--- src/rtl/core/stt_pkg.sv ---
// Shared types, token codes, character classes and the keyword table of the
// source text tokenizer. No dependencies.
package stt_pkg;

   localparam int KIND_W     = 7;
   localparam int LEN_W      = 21;
   localparam int KW_COUNT   = 39;
   localparam int KW_MAX     = 8;
   localparam logic [LEN_W-1:0] LEN_MAX = {LEN_W{1'b1}};

   typedef logic [KIND_W-1:0] kind_type;

   typedef enum logic [18:0] {
      S_IDLE    = 19'h00001,
      S_IDENT   = 19'h00002,
      S_NUM0    = 19'h00004,
      S_NUMD    = 19'h00008,
      S_HEX     = 19'h00010,
      S_BIN     = 19'h00020,
      S_STR     = 19'h00040,
      S_STRESC  = 19'h00080,
      S_CHOPEN  = 19'h00100,
      S_CHESC   = 19'h00200,
      S_CHCLOSE = 19'h00400,
      S_SL1     = 19'h00800,
      S_SL2     = 19'h01000,
      S_LINE    = 19'h02000,
      S_BLK0    = 19'h04000,
      S_BLK1    = 19'h08000,
      S_BLK2    = 19'h10000,
      S_OPER    = 19'h20000,
      S_DEAD    = 19'h40000
   } mode_type;

   localparam kind_type K_END = 7'd0, K_IDENT = 7'd1, K_NUMBER = 7'd2, K_DECIMAL = 7'd3,
      K_STRING = 7'd4, K_STRBYTE = 7'd5, K_CHARLIT = 7'd6, K_KW0 = 7'd7, K_NOT = 7'd45,
      K_SHL_ASG = 7'd46, K_SHR_ASG = 7'd47, K_SCOPE = 7'd48, K_EQ = 7'd49, K_NE = 7'd50,
      K_LE = 7'd51, K_GE = 7'd52, K_INC = 7'd53, K_DECR = 7'd54, K_LAND = 7'd55,
      K_LOR = 7'd56, K_SHL = 7'd57, K_SHR = 7'd58, K_ADD_ASG = 7'd59, K_ARROW = 7'd60,
      K_SUB_ASG = 7'd61, K_MUL_ASG = 7'd62, K_DIV_ASG = 7'd63, K_MOD_ASG = 7'd64,
      K_AND_ASG = 7'd65, K_OR_ASG = 7'd66, K_XOR_ASG = 7'd67, K_ADD = 7'd68,
      K_SUB = 7'd69, K_MUL = 7'd70, K_DIV = 7'd71, K_MOD = 7'd72, K_ASG = 7'd73,
      K_LT = 7'd74, K_GT = 7'd75, K_AND = 7'd76, K_OR = 7'd77, K_XOR = 7'd78,
      K_TILDE = 7'd79, K_QUEST = 7'd80, K_LPAR = 7'd81, K_RPAR = 7'd82,
      K_LBRK = 7'd83, K_RBRK = 7'd84, K_LBRC = 7'd85, K_RBRC = 7'd86,
      K_SEMI = 7'd87, K_COLON = 7'd88, K_COMMA = 7'd89, K_DOT = 7'd90, K_AT = 7'd91,
      K_ERR_CHAR = 7'd92, K_ERR_STR_OPEN = 7'd93, K_ERR_STR_LONG = 7'd94,
      K_ERR_CHR_OPEN = 7'd95, K_ERR_CMT_OPEN = 7'd96, K_NONE = 7'd127;

   localparam logic [7:0] CH_NL = 8'h0A, CH_DQUOTE = 8'h22, CH_SQUOTE = 8'h27,
      CH_BSLASH = 8'h5C, CH_SLASH = 8'h2F, CH_LT = 8'h3C, CH_GT = 8'h3E,
      CH_EQ = 8'h3D, CH_DOT = 8'h2E, CH_USCORE = 8'h5F;

   // keyword text is right-justified: first character in the highest used byte
   localparam logic [63:0] KW_TEXT [KW_COUNT] = '{
      64'("fnc"), 64'("get"), 64'("loop"), 64'("if"), 64'("or"), 64'("else"),
      64'("while"), 64'("cycle"), 64'("when"), 64'("fixed"), 64'("check"),
      64'("read"), 64'("show"), 64'("showf"), 64'("group"), 64'("set"), 64'("arr"),
      64'("map"), 64'("pkg"), 64'("use"), 64'("const"), 64'("break"),
      64'("continue"), 64'("defer"), 64'("emit"), 64'("manme"), 64'("int"),
      64'("deci"), 64'("char"), 64'("str"), 64'("bool"), 64'("byte"), 64'("ubyte"),
      64'("none"), 64'("true"), 64'("false"), 64'("and"), 64'("xor"), 64'("not")};

   localparam logic [3:0] KW_LEN [KW_COUNT] = '{
      4'd3, 4'd3, 4'd4, 4'd2, 4'd2, 4'd4, 4'd5, 4'd5, 4'd4, 4'd5, 4'd5, 4'd4, 4'd4,
      4'd5, 4'd5, 4'd3, 4'd3, 4'd3, 4'd3, 4'd3, 4'd5, 4'd5, 4'd8, 4'd5, 4'd4, 4'd5,
      4'd3, 4'd4, 4'd4, 4'd3, 4'd4, 4'd4, 4'd5, 4'd4, 4'd4, 4'd5, 4'd3, 4'd3, 4'd3};

   function automatic logic is_space(input logic [7:0] b);
      return (b == 8'h20) || (b >= 8'h09 && b <= 8'h0D);
   endfunction

   function automatic logic is_digit(input logic [7:0] b);
      return b >= 8'h30 && b <= 8'h39;
   endfunction

   function automatic logic is_alpha(input logic [7:0] b);
      return (b >= 8'h61 && b <= 8'h7A) || (b >= 8'h41 && b <= 8'h5A);
   endfunction

   function automatic logic is_xdigit(input logic [7:0] b);
      return is_digit(b) || (b >= 8'h61 && b <= 8'h66) || (b >= 8'h41 && b <= 8'h46);
   endfunction

   function automatic logic [7:0] decode_esc(input logic [7:0] b);
      logic [7:0] r;
      case (b)
         8'h6E:   r = 8'h0A;
         8'h74:   r = 8'h09;
         8'h72:   r = 8'h0D;
         8'h62:   r = 8'h08;
         8'h76:   r = 8'h0B;
         8'h66:   r = 8'h0C;
         8'h61:   r = 8'h07;
         default: r = b;
      endcase
      return r;
   endfunction

   function automatic logic is_op_lead(input logic [7:0] c);
      return c inside {8'h3C, 8'h3E, 8'h3A, 8'h3D, 8'h21, 8'h2B, 8'h2D, 8'h26,
                       8'h7C, 8'h2A, 8'h25, 8'h5E};
   endfunction

   function automatic kind_type single_kind(input logic [7:0] c);
      kind_type k;
      case (c)
         8'h2B:   k = K_ADD;
         8'h2D:   k = K_SUB;
         8'h2A:   k = K_MUL;
         8'h2F:   k = K_DIV;
         8'h25:   k = K_MOD;
         8'h3D:   k = K_ASG;
         8'h3C:   k = K_LT;
         8'h3E:   k = K_GT;
         8'h21:   k = K_NOT;
         8'h26:   k = K_AND;
         8'h7C:   k = K_OR;
         8'h5E:   k = K_XOR;
         8'h7E:   k = K_TILDE;
         8'h3F:   k = K_QUEST;
         8'h28:   k = K_LPAR;
         8'h29:   k = K_RPAR;
         8'h5B:   k = K_LBRK;
         8'h5D:   k = K_RBRK;
         8'h7B:   k = K_LBRC;
         8'h7D:   k = K_RBRC;
         8'h3B:   k = K_SEMI;
         8'h3A:   k = K_COLON;
         8'h2C:   k = K_COMMA;
         8'h2E:   k = K_DOT;
         8'h40:   k = K_AT;
         default: k = K_NONE;
      endcase
      return k;
   endfunction

   function automatic kind_type pair_kind(input logic [7:0] c, input logic [7:0] x);
      kind_type k;
      logic x_eq;
      x_eq = (x == CH_EQ);
      k = K_NONE;
      case (c)
         8'h3C:   k = (x == CH_LT) ? K_SHL : x_eq ? K_LE : K_NONE;
         8'h3E:   k = (x == CH_GT) ? K_SHR : x_eq ? K_GE : K_NONE;
         8'h3A:   k = (x == 8'h3A) ? K_SCOPE : K_NONE;
         8'h3D:   k = x_eq ? K_EQ : K_NONE;
         8'h21:   k = x_eq ? K_NE : K_NONE;
         8'h2B:   k = (x == 8'h2B) ? K_INC : x_eq ? K_ADD_ASG : K_NONE;
         8'h2D:   k = (x == 8'h2D) ? K_DECR : (x == CH_GT) ? K_ARROW :
                      x_eq ? K_SUB_ASG : K_NONE;
         8'h26:   k = (x == 8'h26) ? K_LAND : x_eq ? K_AND_ASG : K_NONE;
         8'h7C:   k = (x == 8'h7C) ? K_LOR : x_eq ? K_OR_ASG : K_NONE;
         8'h2A:   k = x_eq ? K_MUL_ASG : K_NONE;
         8'h25:   k = x_eq ? K_MOD_ASG : K_NONE;
         8'h5E:   k = x_eq ? K_XOR_ASG : K_NONE;
         default: k = K_NONE;
      endcase
      return k;
   endfunction

endpackage

--- src/rtl/core/source_text_tokenizer_unit.sv ---
// Top level of the source text tokenizer: scanner state, one-pass token logic
// and the result queue. Depends on stt_pkg, stt_kw_match and stt_outq.
//
//   channel | direction | payload
//   req_    | in        | char_byte, end_of_source
//   rsp_    | out       | token_kind, first_line, start_column, text_length, value_byte, last_of_run
//
// Each request is scanned in the cycle it is accepted; one request per cycle while req_ready is high.
// A request yields zero, one or two results; results leave a two-entry queue one per cycle while
// rsp_ready is high, so a request that yields two results stalls the next request.
// req_ready is high while the queue will be empty after this cycle's pop.
// Reset is synchronous and returns the scanner to line 1, column 1.
module source_text_tokenizer_unit #(
   parameter int KEYWORD_CHARS = 8,
   parameter int POSITION_BITS = 16,
   parameter int STRING_LIMIT  = 1048576
) (
   input  logic                     clock,
   input  logic                     reset,
   input  logic                     req_valid,
   output logic                     req_ready,
   input  logic [7:0]               req_char_byte,
   input  logic                     req_end_of_source,
   output logic                     rsp_valid,
   input  logic                     rsp_ready,
   output logic [6:0]               rsp_token_kind,
   output logic [POSITION_BITS-1:0] rsp_first_line,
   output logic [POSITION_BITS-1:0] rsp_start_column,
   output logic [20:0]              rsp_text_length,
   output logic [7:0]               rsp_value_byte,
   output logic                     rsp_last_of_run
);

   localparam int PB    = POSITION_BITS;
   localparam int WL_W  = $clog2(KEYWORD_CHARS + 2);
   localparam int DC_W  = $clog2(STRING_LIMIT + 1);
   localparam int RES_W = stt_pkg::KIND_W + 2 * PB + stt_pkg::LEN_W + 8 + 1;
   localparam logic [PB-1:0] POS_MAX = {PB{1'b1}};
   localparam logic [PB-1:0] POS_ONE = PB'(1);

   stt_pkg::mode_type mode_ff, mode_in;
   logic [7:0]              pend_ff, pend_in;
   logic                    pend2_ff, pend2_in;
   logic [7:0]              wbuf_ff [KEYWORD_CHARS];
   logic [7:0]              wbuf_in [KEYWORD_CHARS];
   logic [WL_W-1:0]         wlen_ff, wlen_in;
   logic [PB-1:0]           line_ff, line_in, col_ff, col_in;
   logic [PB-1:0]           tline_ff, tline_in, tcol_ff, tcol_in;
   logic [stt_pkg::LEN_W-1:0] tbytes_ff, tbytes_in;
   logic                    dot_ff, dot_in;
   logic [DC_W-1:0]         dcnt_ff, dcnt_in;
   logic [7:0]              held_ff, held_in;

   logic                    a_v, b_v;
   stt_pkg::kind_type       a_kind, b_kind, kw_kind, pk, sk;
   logic [PB-1:0]           a_line, a_col, b_line, b_col;
   logic [stt_pkg::LEN_W-1:0] a_len, b_len;
   logic [7:0]              a_val, b_val, b;
   logic                    restart, fire;
   logic [1:0]              q_count;
   logic [RES_W-1:0]        q_head;

   stt_kw_match #(.KEYWORD_CHARS(KEYWORD_CHARS), .WL_W(WL_W)) u_kw (
      .word     (wbuf_ff),
      .word_len (wlen_ff),
      .kind     (kw_kind)
   );

   assign fire      = req_valid && req_ready;
   assign b         = req_char_byte;
   assign pk        = stt_pkg::pair_kind(pend_ff, b);
   assign sk        = stt_pkg::single_kind(b);
   assign rsp_valid = (q_count != 2'd0);
   assign req_ready = (q_count == 2'd0) || (q_count == 2'd1 && rsp_ready);

   always_comb begin
      mode_in   = mode_ff;
      pend_in   = pend_ff;
      pend2_in  = pend2_ff;
      wbuf_in   = wbuf_ff;
      wlen_in   = wlen_ff;
      line_in   = line_ff;
      col_in    = col_ff;
      tline_in  = tline_ff;
      tcol_in   = tcol_ff;
      tbytes_in = tbytes_ff;
      dot_in    = dot_ff;
      dcnt_in   = dcnt_ff;
      held_in   = held_ff;
      restart   = 1'b0;
      a_v = 1'b0; a_kind = stt_pkg::K_END; a_val = '0;
      a_line = tline_ff; a_col = tcol_ff; a_len = tbytes_ff;
      b_v = 1'b0; b_kind = stt_pkg::K_END; b_val = '0;
      b_line = tline_ff; b_col = tcol_ff; b_len = tbytes_ff;

      if (req_end_of_source) begin
         // flush the open token, then the end marker
         case (mode_ff)
            stt_pkg::S_IDENT: begin
               a_v = 1'b1; a_kind = kw_kind;
            end
            stt_pkg::S_NUM0, stt_pkg::S_NUMD, stt_pkg::S_HEX, stt_pkg::S_BIN: begin
               a_v = 1'b1; a_kind = dot_ff ? stt_pkg::K_DECIMAL : stt_pkg::K_NUMBER;
            end
            stt_pkg::S_STR, stt_pkg::S_STRESC: begin
               a_v = 1'b1; a_kind = stt_pkg::K_ERR_STR_OPEN;
            end
            stt_pkg::S_CHOPEN, stt_pkg::S_CHESC, stt_pkg::S_CHCLOSE: begin
               a_v = 1'b1; a_kind = stt_pkg::K_ERR_CHR_OPEN;
            end
            stt_pkg::S_SL1: begin
               a_v = 1'b1; a_kind = stt_pkg::K_DIV;
            end
            stt_pkg::S_BLK0, stt_pkg::S_BLK1, stt_pkg::S_BLK2: begin
               a_v = 1'b1; a_kind = stt_pkg::K_ERR_CMT_OPEN;
               a_line = line_ff; a_col = col_ff;
            end
            stt_pkg::S_OPER: begin
               a_v = 1'b1;
               a_kind = pend2_ff ? ((pend_ff == stt_pkg::CH_LT) ? stt_pkg::K_SHL
                                                                : stt_pkg::K_SHR)
                                 : stt_pkg::single_kind(pend_ff);
            end
            default: ;
         endcase
         b_v = 1'b1; b_kind = stt_pkg::K_END;
         b_line = line_ff; b_col = col_ff; b_len = '0;
         mode_in = stt_pkg::S_IDLE; pend_in = '0; pend2_in = 1'b0; wlen_in = '0;
         line_in = POS_ONE; col_in = POS_ONE; tline_in = POS_ONE; tcol_in = POS_ONE;
         tbytes_in = '0; dot_in = 1'b0; dcnt_in = '0; held_in = '0;
      end else begin
         // continue the open token; a byte that ends it restarts in idle
         case (mode_ff)
            stt_pkg::S_IDLE: restart = 1'b1;
            stt_pkg::S_IDENT: begin
               if (stt_pkg::is_alpha(b) || stt_pkg::is_digit(b) || b == stt_pkg::CH_USCORE)
               begin
                  for (int j = 0; j < KEYWORD_CHARS; j++) begin
                     if (wlen_ff == WL_W'(j)) wbuf_in[j] = b;
                  end
                  if (wlen_ff <= WL_W'(KEYWORD_CHARS)) wlen_in = wlen_ff + WL_W'(1);
                  if (tbytes_in != stt_pkg::LEN_MAX) tbytes_in = tbytes_in + 1'b1;
               end else begin
                  a_v = 1'b1; a_kind = kw_kind; restart = 1'b1;
               end
            end
            stt_pkg::S_NUM0, stt_pkg::S_NUMD: begin
               if (mode_ff == stt_pkg::S_NUM0 && (b == 8'h78 || b == 8'h58)) begin
                  if (tbytes_in != stt_pkg::LEN_MAX) tbytes_in = tbytes_in + 1'b1;
                  mode_in = stt_pkg::S_HEX;
               end else if (mode_ff == stt_pkg::S_NUM0 && (b == 8'h62 || b == 8'h42)) begin
                  if (tbytes_in != stt_pkg::LEN_MAX) tbytes_in = tbytes_in + 1'b1;
                  mode_in = stt_pkg::S_BIN;
               end else if (stt_pkg::is_digit(b) || (b == stt_pkg::CH_DOT && !dot_ff)) begin
                  if (b == stt_pkg::CH_DOT) dot_in = 1'b1;
                  if (tbytes_in != stt_pkg::LEN_MAX) tbytes_in = tbytes_in + 1'b1;
                  mode_in = stt_pkg::S_NUMD;
               end else begin
                  a_v = 1'b1; restart = 1'b1;
                  a_kind = dot_ff ? stt_pkg::K_DECIMAL : stt_pkg::K_NUMBER;
               end
            end
            stt_pkg::S_HEX, stt_pkg::S_BIN: begin
               if ((mode_ff == stt_pkg::S_HEX && stt_pkg::is_xdigit(b)) ||
                   (mode_ff == stt_pkg::S_BIN && (b == 8'h30 || b == 8'h31))) begin
                  if (tbytes_in != stt_pkg::LEN_MAX) tbytes_in = tbytes_in + 1'b1;
               end else begin
                  a_v = 1'b1; restart = 1'b1;
                  a_kind = dot_ff ? stt_pkg::K_DECIMAL : stt_pkg::K_NUMBER;
               end
            end
            stt_pkg::S_STR: begin
               if (tbytes_in != stt_pkg::LEN_MAX) tbytes_in = tbytes_in + 1'b1;
               if (b == stt_pkg::CH_DQUOTE) begin
                  a_v = 1'b1; a_kind = stt_pkg::K_STRING; a_len = tbytes_in;
                  mode_in = stt_pkg::S_IDLE;
               end else if (dcnt_ff >= DC_W'(STRING_LIMIT)) begin
                  a_v = 1'b1; a_kind = stt_pkg::K_ERR_STR_LONG; a_len = tbytes_in;
                  mode_in = stt_pkg::S_DEAD;
               end else if (b == stt_pkg::CH_BSLASH) begin
                  mode_in = stt_pkg::S_STRESC;
               end else begin
                  dcnt_in = dcnt_ff + DC_W'(1);
                  a_v = 1'b1; a_kind = stt_pkg::K_STRBYTE;
                  a_len = stt_pkg::LEN_W'(1); a_val = b;
               end
            end
            stt_pkg::S_STRESC: begin
               if (tbytes_in != stt_pkg::LEN_MAX) tbytes_in = tbytes_in + 1'b1;
               dcnt_in = dcnt_ff + DC_W'(1);
               a_v = 1'b1; a_kind = stt_pkg::K_STRBYTE;
               a_len = stt_pkg::LEN_W'(2); a_val = stt_pkg::decode_esc(b);
               mode_in = stt_pkg::S_STR;
            end
            stt_pkg::S_CHOPEN: begin
               if (tbytes_in != stt_pkg::LEN_MAX) tbytes_in = tbytes_in + 1'b1;
               if (b == stt_pkg::CH_BSLASH) begin
                  mode_in = stt_pkg::S_CHESC;
               end else begin
                  held_in = b; mode_in = stt_pkg::S_CHCLOSE;
               end
            end
            stt_pkg::S_CHESC: begin
               if (tbytes_in != stt_pkg::LEN_MAX) tbytes_in = tbytes_in + 1'b1;
               held_in = stt_pkg::decode_esc(b);
               mode_in = stt_pkg::S_CHCLOSE;
            end
            stt_pkg::S_CHCLOSE: begin
               a_v = 1'b1;
               if (b == stt_pkg::CH_SQUOTE) begin
                  a_kind = stt_pkg::K_CHARLIT; a_val = held_ff;
                  if (tbytes_in != stt_pkg::LEN_MAX) tbytes_in = tbytes_in + 1'b1;
                  a_len = tbytes_in;
                  mode_in = stt_pkg::S_IDLE;
               end else begin
                  // missing close quote: report with the length so far, swallow b
                  a_kind = stt_pkg::K_ERR_CHR_OPEN;
                  if (tbytes_in != stt_pkg::LEN_MAX) tbytes_in = tbytes_in + 1'b1;
                  mode_in = stt_pkg::S_DEAD;
               end
            end
            stt_pkg::S_SL1: begin
               if (b == stt_pkg::CH_SLASH) begin
                  if (tbytes_in != stt_pkg::LEN_MAX) tbytes_in = tbytes_in + 1'b1;
                  mode_in = stt_pkg::S_SL2;
               end else if (b == stt_pkg::CH_EQ) begin
                  if (tbytes_in != stt_pkg::LEN_MAX) tbytes_in = tbytes_in + 1'b1;
                  a_v = 1'b1; a_kind = stt_pkg::K_DIV_ASG; a_len = tbytes_in;
                  mode_in = stt_pkg::S_IDLE;
               end else begin
                  a_v = 1'b1; a_kind = stt_pkg::K_DIV; restart = 1'b1;
               end
            end
            stt_pkg::S_SL2, stt_pkg::S_LINE: begin
               if (mode_ff == stt_pkg::S_SL2 && b == stt_pkg::CH_GT) begin
                  if (tbytes_in != stt_pkg::LEN_MAX) tbytes_in = tbytes_in + 1'b1;
                  mode_in = stt_pkg::S_BLK0;
               end else if (b == stt_pkg::CH_NL) begin
                  restart = 1'b1;
               end else begin
                  if (tbytes_in != stt_pkg::LEN_MAX) tbytes_in = tbytes_in + 1'b1;
                  mode_in = stt_pkg::S_LINE;
               end
            end
            stt_pkg::S_BLK0, stt_pkg::S_BLK1, stt_pkg::S_BLK2: begin
               if (tbytes_in != stt_pkg::LEN_MAX) tbytes_in = tbytes_in + 1'b1;
               if (b == stt_pkg::CH_LT) mode_in = stt_pkg::S_BLK1;
               else if (b == stt_pkg::CH_SLASH && mode_ff == stt_pkg::S_BLK1)
                  mode_in = stt_pkg::S_BLK2;
               else if (b == stt_pkg::CH_SLASH && mode_ff == stt_pkg::S_BLK2)
                  mode_in = stt_pkg::S_IDLE;
               else mode_in = stt_pkg::S_BLK0;
            end
            stt_pkg::S_OPER: begin
               if (pend2_ff) begin
                  a_v = 1'b1;
                  if (b == stt_pkg::CH_EQ) begin
                     if (tbytes_in != stt_pkg::LEN_MAX) tbytes_in = tbytes_in + 1'b1;
                     a_len  = tbytes_in;
                     a_kind = (pend_ff == stt_pkg::CH_LT) ? stt_pkg::K_SHL_ASG
                                                           : stt_pkg::K_SHR_ASG;
                     mode_in = stt_pkg::S_IDLE;
                  end else begin
                     a_kind = (pend_ff == stt_pkg::CH_LT) ? stt_pkg::K_SHL : stt_pkg::K_SHR;
                     restart = 1'b1;
                  end
               end else if (pk == stt_pkg::K_NONE) begin
                  a_v = 1'b1; a_kind = stt_pkg::single_kind(pend_ff); restart = 1'b1;
               end else begin
                  if (tbytes_in != stt_pkg::LEN_MAX) tbytes_in = tbytes_in + 1'b1;
                  if (pk == stt_pkg::K_SHL || pk == stt_pkg::K_SHR) begin
                     // hold for a possible trailing '='
                     pend2_in = 1'b1;
                  end else begin
                     a_v = 1'b1; a_kind = pk; a_len = tbytes_in;
                     mode_in = stt_pkg::S_IDLE;
                  end
               end
            end
            stt_pkg::S_DEAD: ;
            default: restart = 1'b1;
         endcase

         if (restart) begin
            mode_in = stt_pkg::S_IDLE;
            if (!stt_pkg::is_space(b)) begin
               tline_in = line_ff; tcol_in = col_ff;
               tbytes_in = stt_pkg::LEN_W'(1);
               dot_in = 1'b0; wlen_in = '0; dcnt_in = '0; pend2_in = 1'b0;
               if (stt_pkg::is_digit(b)) begin
                  mode_in = (b == 8'h30) ? stt_pkg::S_NUM0 : stt_pkg::S_NUMD;
               end else if (b == stt_pkg::CH_DQUOTE) begin
                  mode_in = stt_pkg::S_STR;
               end else if (b == stt_pkg::CH_SQUOTE) begin
                  mode_in = stt_pkg::S_CHOPEN;
               end else if (stt_pkg::is_alpha(b) || b == stt_pkg::CH_USCORE) begin
                  wbuf_in[0] = b; wlen_in = WL_W'(1);
                  mode_in = stt_pkg::S_IDENT;
               end else if (b == stt_pkg::CH_SLASH) begin
                  mode_in = stt_pkg::S_SL1;
               end else if (stt_pkg::is_op_lead(b)) begin
                  pend_in = b; mode_in = stt_pkg::S_OPER;
               end else begin
                  b_v = 1'b1; b_line = line_ff; b_col = col_ff;
                  b_len = stt_pkg::LEN_W'(1);
                  if (sk == stt_pkg::K_NONE) begin
                     b_kind = stt_pkg::K_ERR_CHAR; b_val = b;
                  end else begin
                     b_kind = sk;
                  end
               end
            end
         end

         // every byte moves the source position, which saturates at its maximum
         if (b == stt_pkg::CH_NL) begin
            if (line_ff != POS_MAX) line_in = line_ff + POS_ONE;
            col_in = POS_ONE;
         end else if (col_ff != POS_MAX) begin
            col_in = col_ff + POS_ONE;
         end
      end
   end

   always_ff @(posedge clock) begin
      if (reset) begin
         mode_ff   <= stt_pkg::S_IDLE;
         pend_ff   <= '0;
         pend2_ff  <= 1'b0;
         wlen_ff   <= '0;
         line_ff   <= POS_ONE;
         col_ff    <= POS_ONE;
         tline_ff  <= POS_ONE;
         tcol_ff   <= POS_ONE;
         tbytes_ff <= '0;
         dot_ff    <= 1'b0;
         dcnt_ff   <= '0;
         held_ff   <= '0;
      end else if (fire) begin
         mode_ff   <= mode_in;
         pend_ff   <= pend_in;
         pend2_ff  <= pend2_in;
         wlen_ff   <= wlen_in;
         line_ff   <= line_in;
         col_ff    <= col_in;
         tline_ff  <= tline_in;
         tcol_ff   <= tcol_in;
         tbytes_ff <= tbytes_in;
         dot_ff    <= dot_in;
         dcnt_ff   <= dcnt_in;
         held_ff   <= held_in;
      end
      if (fire) begin
         wbuf_ff <= wbuf_in;
      end
   end

   stt_outq #(.WIDTH(RES_W)) u_outq (
      .clock  (clock),
      .reset  (reset),
      .push_a (fire && a_v),
      .data_a ({a_kind, a_line, a_col, a_len, a_val, !b_v}),
      .push_b (fire && b_v),
      .data_b ({b_kind, b_line, b_col, b_len, b_val, 1'b1}),
      .pop    (rsp_valid && rsp_ready),
      .count  (q_count),
      .head   (q_head)
   );

   assign {rsp_token_kind, rsp_first_line, rsp_start_column, rsp_text_length,
           rsp_value_byte, rsp_last_of_run} = q_head;

endmodule

--- src/rtl/core/stt_kw_match.sv ---
// Keyword lookup: parallel compare of the word buffer against every keyword.
// Depends on stt_pkg.
module stt_kw_match #(
   parameter int KEYWORD_CHARS = 8,
   parameter int WL_W          = $clog2(KEYWORD_CHARS + 2)
) (
   input  logic [7:0]       word    [KEYWORD_CHARS],
   input  logic [WL_W-1:0]  word_len,
   output stt_pkg::kind_type kind
);

   logic [stt_pkg::KW_COUNT-1:0] hit;

   always_comb begin
      for (int i = 0; i < stt_pkg::KW_COUNT; i++) begin
         hit[i] = (word_len == WL_W'(stt_pkg::KW_LEN[i]));
         for (int j = 0; j < stt_pkg::KW_MAX; j++) begin
            if (j < int'(stt_pkg::KW_LEN[i]) &&
                word[j] != stt_pkg::KW_TEXT[i][8*(int'(stt_pkg::KW_LEN[i])-1-j) +: 8]) begin
               hit[i] = 1'b0;
            end
         end
      end
   end

   always_comb begin
      kind = stt_pkg::K_IDENT;
      for (int i = 0; i < stt_pkg::KW_COUNT; i++) begin
         if (hit[i]) begin
            kind = stt_pkg::K_KW0 + stt_pkg::KIND_W'(i);
         end
      end
   end

endmodule

--- src/rtl/core/stt_outq.sv ---
// Two-entry result queue; takes up to two results per cycle in order.
// No package dependencies.
module stt_outq #(
   parameter int WIDTH = 8
) (
   input  logic             clock,
   input  logic             reset,
   input  logic             push_a,
   input  logic [WIDTH-1:0] data_a,
   input  logic             push_b,
   input  logic [WIDTH-1:0] data_b,
   input  logic             pop,
   output logic [1:0]       count,
   output logic [WIDTH-1:0] head
);

   logic [WIDTH-1:0] ent_ff [2];
   logic [WIDTH-1:0] ent_in [2];
   logic [1:0]       cnt_ff, cnt_in;

   always_comb begin
      ent_in = ent_ff;
      cnt_in = cnt_ff;
      if (pop) begin
         ent_in[0] = ent_ff[1];
         cnt_in    = cnt_ff - 2'd1;
      end
      // append in arrival order
      if (push_a) begin
         ent_in[cnt_in[0]] = data_a;
         cnt_in            = cnt_in + 2'd1;
      end
      if (push_b) begin
         ent_in[cnt_in[0]] = data_b;
         cnt_in            = cnt_in + 2'd1;
      end
   end

   always_ff @(posedge clock) begin
      if (reset) begin
         cnt_ff <= '0;
      end else begin
         cnt_ff <= cnt_in;
      end
      ent_ff <= ent_in;
   end

   assign count = cnt_ff;
   assign head  = ent_ff[0];

endmodule

--- config.mk ---
export PLATFORM = sky130hd
export DESIGN_NAME = source_text_tokenizer_unit
export DESIGN_NICKNAME = d
export VERILOG_FILES = /design/src/rtl/core/stt_pkg.sv /design/src/rtl/core/source_text_tokenizer_unit.sv /design/src/rtl/core/stt_kw_match.sv /design/src/rtl/core/stt_outq.sv
export SDC_FILE = /design/constraint.sdc
export NUM_CORES = 1
export LEC_CHECK = 0
export BUFFER_PORTS_ARGS = -buffer_cell sky130_fd_sc_hd__buf_2
export CORE_MARGIN = 3
export CORE_UTILIZATION = 24
export CTS_BUF_LIST = sky130_fd_sc_hd__clkbuf_4 sky130_fd_sc_hd__clkbuf_8 sky130_fd_sc_hd__clkbuf_16
export CTS_CLUSTER_DIAMETER = 30
export DETAILED_ROUTE_END_ITERATION = 8
export MAX_ROUTING_LAYER = met4
export PLACE_DENSITY = 0.38
export SLEW_MARGIN = 20
export SYNTH_ARGS = -nofsm -noshare
export SYNTH_HDL_FRONTEND = slang
export SYNTH_HIERARCHICAL = 1
export SYNTH_SLANG_ARGS = --single-unit
--- constraint.sdc ---
create_clock -name clock -period 5.2 [get_ports clock]
set_input_delay 0 -clock clock [delete_from_list [all_inputs] [get_ports clock]]
set_output_delay 0 -clock clock [all_outputs]
set_load 0.05 [all_outputs]
# After elaboration in Yosys (flattened, before gate mapping)
# Index checks and enable logic that the tools add are counted.
# totals
ff_bits,351
in_bits,13
out_inout_bits,71
# classes
n_addsub,8
order_cmp,16
n_eq_ne,190
muxes,461
bitwise_logic,3
reduce_logical,73
# ops
cell,count
21-bit 2-to-1 mux,39
8-bit by 7-bit != test with 1-bit output (second input constant),76
16-bit 2-to-1 mux,34
7-bit one-hot mux with 25 select lines,2
8-bit 2-to-1 mux,40
8-bit by 6-bit == test with 1-bit output (second input constant),39
19-bit 2-to-1 mux,16
138-bit bitwise mux,2
138-bit 2-to-1 mux,2
7-bit 2-to-1 mux,36
8-bit by 7-bit == test with 1-bit output (second input constant),28
69-bit 2-to-1 mux,3
1-bit 2-to-1 mux,200
19-bit one-hot mux with 10 select lines,1
21-bit one-hot mux with 7 select lines,1
69-bit demux with 1-bit select,2
64-bit 2-to-1 mux,2
18-bit 2-to-1 mux,7
6-bit 2-to-1 mux,18
21-bit one-hot mux with 5 select lines,1
5-bit 2-to-1 mux,17
7-bit one-hot mux with 12 select lines,1
4-bit 2-to-1 mux,15
7-bit one-hot mux with 8 select lines,1
other kinds (79),168

# Depth between registers and ports, before layout
# logic_depth
word_depth,50
ltp_mapped,22
mapped_depth_nobuf,15

# Modules after synthesis
# The synthesis kept the hierarchy.
# by_module_without_submodules
module,n_inst,cells_each,area_per_inst_um2,seq_area_each_um2
source_text_tokenizer_unit,1,2028,15740.1,4864.7
stt_outq,1,764,7145.6,2802.7
stt_kw_match,1,247,1610.3,0.0

# Worst setup path before layout
# No wires, ideal clock.
# synth_timing
kind,flip-flop to flip-flop
start,register pend_ff[4]
end,"register u_outq.ent_ff, in the netlist u_outq/head[65]"
setup_ns,0.128
arrival_time_ns,4.166
required_time_ns,5.072
path_slack_ns,0.906
path_stages_with_launch,20
n_path_buf,6
synth_period_minus_slack_ns,4.294
path_cell_list,dfxtp_1 > buf_2 > or4b_1 > clkbuf_1 > nor3_1 > o31ai_1 > nor4_1 > xor2_1 > nand3_1 > a211o_1 > nand2_1 > a21oi_1 > buf_4 > xnor3_1 > and2_4 > buf_6 > buf_6 > buf_6 > nand2_1 > o21ai_1
# synth_lines
element,line,text
start: declaration,source_text_tokenizer_unit.sv:42,"logic [7:0] pend_ff, pend_in;"
start signal: assignment,source_text_tokenizer_unit.sv:341,pend_ff <= pend_in;
end signal: assignment,stt_outq.sv:45,ent_ff <= ent_in;
end: declaration,stt_outq.sv:17,logic [WIDTH-1:0] ent_ff [2];

==> impl_metrics.ini <==
[grt]
grt_pass1_wl_um = 155000
grt_pass1_vias = 23694
grt_max_degree = 79
grt_usage_pct = 19.4
grt_antenna_before_repair = 1
overflow = 0

[worst_hold_path]
hp-class = input port to flip-flop

[cts]
cts.sinks = 351
clk_pin_slew_ps = 40
root_buffer = clkbuf_16
htree_num_levels = 3
clockBufferDepth = 3
clk_latency_ps = 680
cts-resized-gates = 0
cts_made_buffers = 105
cts_tree = built

[floorplan]
die_area_um2 = 106000
core_um2 = 101000
die_h_um = 325
placementRows = 116
start_util_pct = 24.3
ios = 84
fp.dieW_um = 325

[routing]
wl_per_cell_um = 22.7
routed_wirelength_um = 103000
dr.pass1.iters = 6
vias_per_cell = 5.31
drt_iter0_drc = 2051
routed-via-count = 24172
ant_nets = 0
drc = 0

[logic_synthesis]
syn_area_um2 = 24500
synthDominantCellAreaShare_pct = 23.5
synth.distinct_cells = 108
synth_area_leader_cell = dfxtp_1
syn-mean-instance-area_um2 = 8.06
synth-edff-count = 64
async_flop_share_pct = 0
ys.flop_type = dfxtp_1
ys.warnings.count = 6
ys_ff_latch = 351
synth_commonest_cells = 307 x nand2_1, 287 x dfxtp_1, 265 x o21ai_0
synth_area_leaders = dfxtp_1 23%, edfxtp_1 7.8%, mux2i_1 6.1%, mux2_2 6.1%, o21ai_0 5.4%
synth_most_common_cell = nand2_1
postSynthCellCount = 3039
ys_seq_area_share_pct = 31.3

[power_and_ir_drop]
p_leak_nw = 12.0
power_mw = 11.8
ir_drop_mv = 0.277
power.density_nw_per_um2 = 387

[place]
placedCellCount = 4346
dp_hpwl_um = 74000
gp_congestion = 0.927
port_buffers = 83
pre_cts_ws_ps = 632
place_area_um2 = 26600

[setup_path]
critical_path.max_fanout = 43
crit_top_cell = buf_4
worstPathRequired_ps = 5720
critPathSlowestCell = dfxtp_1
cpPeakStageDelay_ps = 540
cp.buffers_inverters = 4
worstPathArrival_ps = 5080
cpLargestDelayFamily = simple AND/OR/NAND/NOR gates
crit_path_end_kind = flip-flop
crit_chain = buf_4 > nor2b_1 > o21ai_0 > o22ai_1 > o31ai_1 > nor4_1 > xor2_1 > buf_4 > nand3_1 > a211o_1 > nand2_1 > a21oi_1 > buf_4 > nand3b_1 > buf_12 > mux2i_1 > o21ai_0
start_kind = flip-flop
setup.worst_path.class = flip-flop to flip-flop

[run]
maxCapViolCount = 0

[timing]
worst_clock_skew_ps = 55.1
rsz0062_at_grt = no
fin_crit_ps = 4560
report.final.slew_viol_count = 0
timing.slew.headroom_pct = 23.7
setup_slack_ps = 639
tightest_slew_ps = 1130
period_share_pct = 87.7
tns_ps = 0
max_freq_mhz = 219
finalSetupViolCount = 0
hold_viol_final = 0

[cells_and_area]
seqCellArea_um2 = 7670
syn_to_final_growth_pct = 24.4
multiInputGateArea_um2 = 15100
drive_above_1_share_pct = 20.2
fill_cells = 10850
fin_area_um2 = 30500
fin_cells = 4553
fin_nets = 3130

[outcome]
outcome = completed
-- per-layer routing --
metal  vias to the layer above  global-route usage [%]  wire length [um]
li1                      11456                       -                 -
met1                     11750                    25.0             47200
met2                       767                    30.8             47500
met3                       199                    2.96              5070
met4                         0                    6.53              3370
met5                         -                       -                 0
-- state kept, by name, indices dropped and copies added (netlist names), 16 cells and up --
register	count
tline_ff	16
u_outq/ent_ff	69
wbuf_ff	64
line_ff	16
col_ff	16
u_outq/head	69
tcol_ff	16
mode_ff	19
tbytes_ff	21
dcnt_ff	21
-- timing repair --
action,CTS,global route
buffers inserted,0,0
hold endpoints to repair,105,0
hold buffers,11,0
-- layout by cell type, fill, tap and decap left out, types with 56 or more instances in the layout --
cell,instances
nand4_1,56
nor3_1,87
buf_4,155
nor2_1,232
clkbuf_16,105
dfxtp_1,287
edfxtp_1,64
a21oi_1,168
mux2i_1,149
buf_2,83
mux2_2,132
o21ai_0,265
nand3_1,87
nand2_1,307
-- final timing paths --
kind                           to  slack, ps         from  cells past startpoint
setup / recovery   u_outq/head[7]        640   pend_ff[1]                     17
setup reg to reg   u_outq/head[7]        640   pend_ff[1]                     17
hold / removal    u_outq/head[62]        170    rsp_ready                      5
hold reg to reg       tline_ff[8]        470  tline_ff[8]                      2
-- cell families after synthesis --
family | after synthesis | share of synthesized area (%)
xor+xnor | 43 | 1.59
simple gates | 1198 | 26.3
fa+ha+maj | 10 | 0.511
buf+inv | 345 | 7.13
mux | 288 | 12.5
compound gates | 801 | 20.6
flops | 351 | 31.3
other cells | 3 | 0.0460
-- worst register-to-register path: stages (launching register included) --
cell and delay (ps):
dfxtp_1 540, buf_4 260, nor2b_1 260, o21ai_0 130, o22ai_1 300, o31ai_1 180
nor4_1 520, xor2_1 200, buf_4 150, nand3_1 120, a211o_1 320, nand2_1 70
a21oi_1 140, buf_4 230, nand3b_1 280, buf_12 360, mux2i_1 290, o21ai_0 80
-- stage by stage --
stage	utilization (%)	hold slack (ps)
final	30.2	171
after global routing	30.2	182
after CTS	30.2	123
after detailed placement	26.4	459
after global placement	26.3	459
after floorplan	-	69.1
-- layout make-up --
class / count / area share [%]
Multi-Input combinational cell: 2345 / 49.7
Sequential cell: 351 / 25.2
Clock buffer: 136 / 9.65
Timing Repair Buffer: 264 / 6.58
Tap cell: 1357 / 5.57
Clock inverter: 59 / 2.81
Inverter: 40 / 0.493
Antenna cell: 1 / 0.00821
-- where the power goes --
part           switching, mW  total [mW]  internal, mW  leakage, nW
Combinational           1.33        1.92         0.589         7.24
Clock                   2.00        6.74          4.75         1.87
Sequential             0.151        3.11          2.96         2.90
Power figures use the tool's default switching activity.
